## src/rtl/imh_ram.sv

```systemverilog
`default_nettype none
module imh_ram #(
  parameter int W = 8,
  parameter int D = 16
) (
  input  wire logic                 clk,
  input  wire logic                 we,
  input  wire logic [$clog2(D)-1:0] waddr,
  input  wire logic [W-1:0]         wdata,
  input  wire logic                 re,
  input  wire logic [$clog2(D)-1:0] raddr,
  output logic      [W-1:0]         rdata
);

  logic [W-1:0] mem [D];

  always_ff @(posedge clk) begin
    if (we) begin
      mem[waddr] <= wdata;
    end
    if (re) begin
      rdata <= mem[raddr];
    end
  end

endmodule
`default_nettype wire

```

## config.mk

```make
export PLATFORM = sky130hd
export DESIGN_NAME = imh_ram
export DESIGN_NICKNAME = d
export VERILOG_FILES = /design/src/rtl/imh_ram.sv
export SDC_FILE = /design/constraint.sdc
export NUM_CORES = 1
export LEC_CHECK = 0
export ABC_AREA = 1
export BUFFER_PORTS_ARGS = -buffer_cell sky130_fd_sc_hd__clkbuf_2
export CAP_MARGIN = 15
export CORE_MARGIN = 3
export CORE_UTILIZATION = 61
export CTS_CLUSTER_SIZE = 10
export DETAILED_ROUTE_END_ITERATION = 8
export HOLD_SLACK_MARGIN = 0.1
export PLACE_DENSITY_LB_ADDON = 0.3
export SYNTH_ARGS = -nofsm -noshare
export SYNTH_HDL_FRONTEND = slang
export SYNTH_SLANG_ARGS = --single-unit
export TNS_END_PERCENT = 100
```

## constraint.sdc

```tcl
create_clock -name clk -period 1.6 [get_ports clk]
set_clock_uncertainty 0.2 [all_clocks]
set_input_delay 0.24 -clock clk [delete_from_list [all_inputs] [get_ports clk]]
set_output_delay 0.24 -clock clk [all_outputs]
set_load 0.01 [all_outputs]
```

[Word-level counts from Yosys, hierarchy flattened]
Memories as Yosys holds them, arrays and structs flattened. A register that Yosys moved wholly into a read port is not among the register bits.
Cells that the tools add are included.
Operators by class
  multiplexer cells: 2
Operators by type and width (count)
  1-bit 2-to-1 mux: 2
Word-level totals
  logic and storage cells: 3
  memory bits (writable): 128
  memories kept: 1
  register bits after elaboration: 0
Memory list
  mem: depth 16, bits a word 8, read ports 1, clocked after memory_dff 1, write ports 1, line 15  | logic [W-1:0] mem [D];

[Logic depth before layout (Yosys ltp)]
  depth in word-level cells: 2
  gate-level depth with buffers: 8
  mapped depth without buffers: 7

[Worst setup path before layout]
No wires, ideal clock.
  path kind: input to register
  start: input port waddr[2]
  end: memory mem[10][0], enable pin
  path slack: 0.209 ns
  cell stages on the path: 2
  data arrival time: 0.821 ns
  path buffers: 0
  data required time: 1.030 ns
  setup time: 0.370 ns
  cell sequence: nand3b_1 nor2_1
RTL lines
  start: declaration: line 8  | input wire logic [$clog2(D)-1:0] waddr,
  end: declaration: line 15
Straight into the memory's write port.

==> metrics <==
Critical Path Sink Type=register; Max rail drop VDD=~1.1 mV; grt total ovfl=0; FF+latch count, synth=136; RSZ-0062 raised after global routing=false; worst skew pair latency=520 ps; Fin. Hold Viols=0; via count=4040; Cells after Synth=551; clock power share=0.482; Top Ports=27; first-pass GRT wire length=21.36 mm; Nets=626; final wirelength=13.46 mm; vias in the first global route=between 4000 and 5000; Post-CTS Resized=0; post-synthesis net count=570; DRT Pass-1 Iters=5; max_slew headroom=0.6002; initial antenna violation count=0; crit path kind=in2reg; Final period util=0.9561; Clock transition at path regs=60 ps; H-tree lvl count=4; row count=35; Clock Sinks=between 100 and 150; Worst Hold Class=in2reg; fillers=595; Initial Utilization=0.6298; fin crit period=1530 ps; internal power=between 0.007 and 0.008 W; crit-path max FO=11; TritonCTS clock tree=done; detailed placer's ending HPWL=8.040 mm; GPL Wtd Cong=0.9016; NetSw=0.001798 W; die area=0.01080 sq mm; Sw Ratio=0.2040; sequential share of the synthesized area=0.6985; Die Y=103.9 microns; TritonCTS Buffers=17; # diodes=0; Longest Clk Path Bufs=2; Initial DRC Count=636; CP startpoint kind=input port; post-DR vias/cell=roughly 5.4; synth warn=0; Netlist cell types=11; Port Buf Inserts=26; post-route cell area=between 0.006 and 0.007 sq mm; largest net degree at the start of global routing=47; synthesized cell area=0.005847 sq mm; worst-case reg-to-reg path depth=6; Slew @ Worst Pin=between 500 and 600 ps; ratio of cells with drive above 1 in the final layout=0.1325; WP data required=1670 ps; Setup violations, final=0; Final Hold Slack=148.7 ps; combinational power share=0.060; post-route ant nets=0; # DRC=0; core area=0.009284 sq mm; Area Overhead vs Synth=19.00%; Mean Syn Cell Area=10.61 sq um; Seq pwr share=0.458; Power Density=1267 mW/mm^2; Leak Pwr=about 3.0 nW; CTS root buf=clkbuf_8; Worst Path Arrival=1600 ps; post-place instance area=0.006202 sq mm; DIE WIDTH=103.9 microns; Routed wire per std cell=18.00 microns; hold path depth=4; Max Freq=around 650 MHz; Slew Limit Fails=0; outcome=finished, final reports clean; Total GRT Usage=0.2628; total of max-cap violations=0
[routing by layer]
layer  vias up  GRT usage  part of all wire
met1      1863     0.3502              0.40
met5         -          0                 0
met3        41    0.07511             0.091
li1       1896          -                 -
met2       240     0.3997              0.47
met4         0     0.1320             0.033
[state kept, by name, summed over array words and instances (netlist names)]
signal  flops
mem       128
rdata       8
[cell usage in the layout, fill, tap and decap left out]
cell and instances:
clkbuf_16 16, nand3_1 97, clkinvlp_4 2, clkinv_4 2, dlygate4sd3_1 11, buf_12 4, inv_1 100, clkbuf_8 1
edfxtp_1 136, inv_2 2, clkbuf_2 26, clkinv_2 3, nor2_1 17, nand3b_1 2, clkbuf_1 1, bufinv_16 6
nand2_1 173, buf_4 20
[synth_stat cells]
cell type | count | area share
buf_4 | 4 | 0.0051
nand3_1 | 97 | 0.083
nor2_1 | 17 | 0.011
inv_2 | 2 | 0.0013
buf_2 | 13 | 0.011
edfxtp_1 | 136 | 0.70
inv_1 | 100 | 0.064
nand2_1 | 173 | 0.11
nand3b_1 | 2 | 0.0026
buf_1 | 1 | 0.00064
buf_6 | 6 | 0.012
[through the flow]
stage / power (W) / setup slack [ps] / setup TNS (ps) / instances / utilization
after floorplan: 0.004396 / 209.2 / 0 / 551 / -
after global placement: 0.004588 / 34.35 / 0 / 706 / 0.6681
after detailed placement: 0.004603 / -29.70 / -29.70 / 706 / 0.6681
after CTS: 0.008835 / 60.53 / 0 / 748 / 0.7495
after global routing: 0.009064 / 45.56 / 0 / 748 / 0.7495
final: 0.008814 / 70.22 / 0 / 748 / 0.7495
[cell type report]
class | instances | area [sq um] | share of cell area
Sequential cell | 136 | 4084 | 0.5869
Timing Repair Buffer | 61 | 470.5 | 0.06761
Tap cell | 129 | 161.4 | 0.02320
Clock buffer | 18 | 417.9 | 0.06006
Clock inverter | 13 | 227.7 | 0.03273
Multi-Input combinational cell | 289 | 1214 | 0.1744
Inverter | 102 | 382.9 | 0.05503
[critical path, stage by stage]
cell	delay, ps
dlygate4sd3_1	540
clkbuf_2	220
buf_4	240
nand3_1	130
nand3_1	150
nand2_1	80
[path summary, 6_finish.rpt]
kind | startpoint | end | slack [ps]
worst max-delay path | raddr[2] | rdata[3] | 70
worst max register to register | mem[12][3] | rdata[3] | 230
worst min register to register | mem[8][7] | rdata[7] | 570
worst min-delay path | waddr[1] | mem[3][7] | 150
[power by group through the flow]
stage | clock (W) | combinational [W] | sequential, W
2_1_floorplan | 0 | 0.000281 | 0.00411
3_3_place_gp | 0 | 0.000479 | 0.00411
3_5_place_dp | 0 | 0.000491 | 0.00411
4_1_cts | 0.00428 | 0.000521 | 0.00404
5_1_grt | 0.00444 | 0.000577 | 0.00404
6_report | 0.00425 | 0.000526 | 0.00404
[logic make-up (layout without fill, tap and decap cells)]
kind of cell | after synthesis | after routing | share of synthesized area
AND/OR/NAND/NOR | 289 | 289 | 0.2076
flip-flops | 136 | 136 | 0.6985
buffers and inverters | 126 | 194 | 0.09394
[repair_timing]
item | in CTS | in global routing
setup buffers | 0 | 0
hold endpoints to repair | 144 | 0
hold buffers | 11 | 0
(Power assumes the default switching activity.)
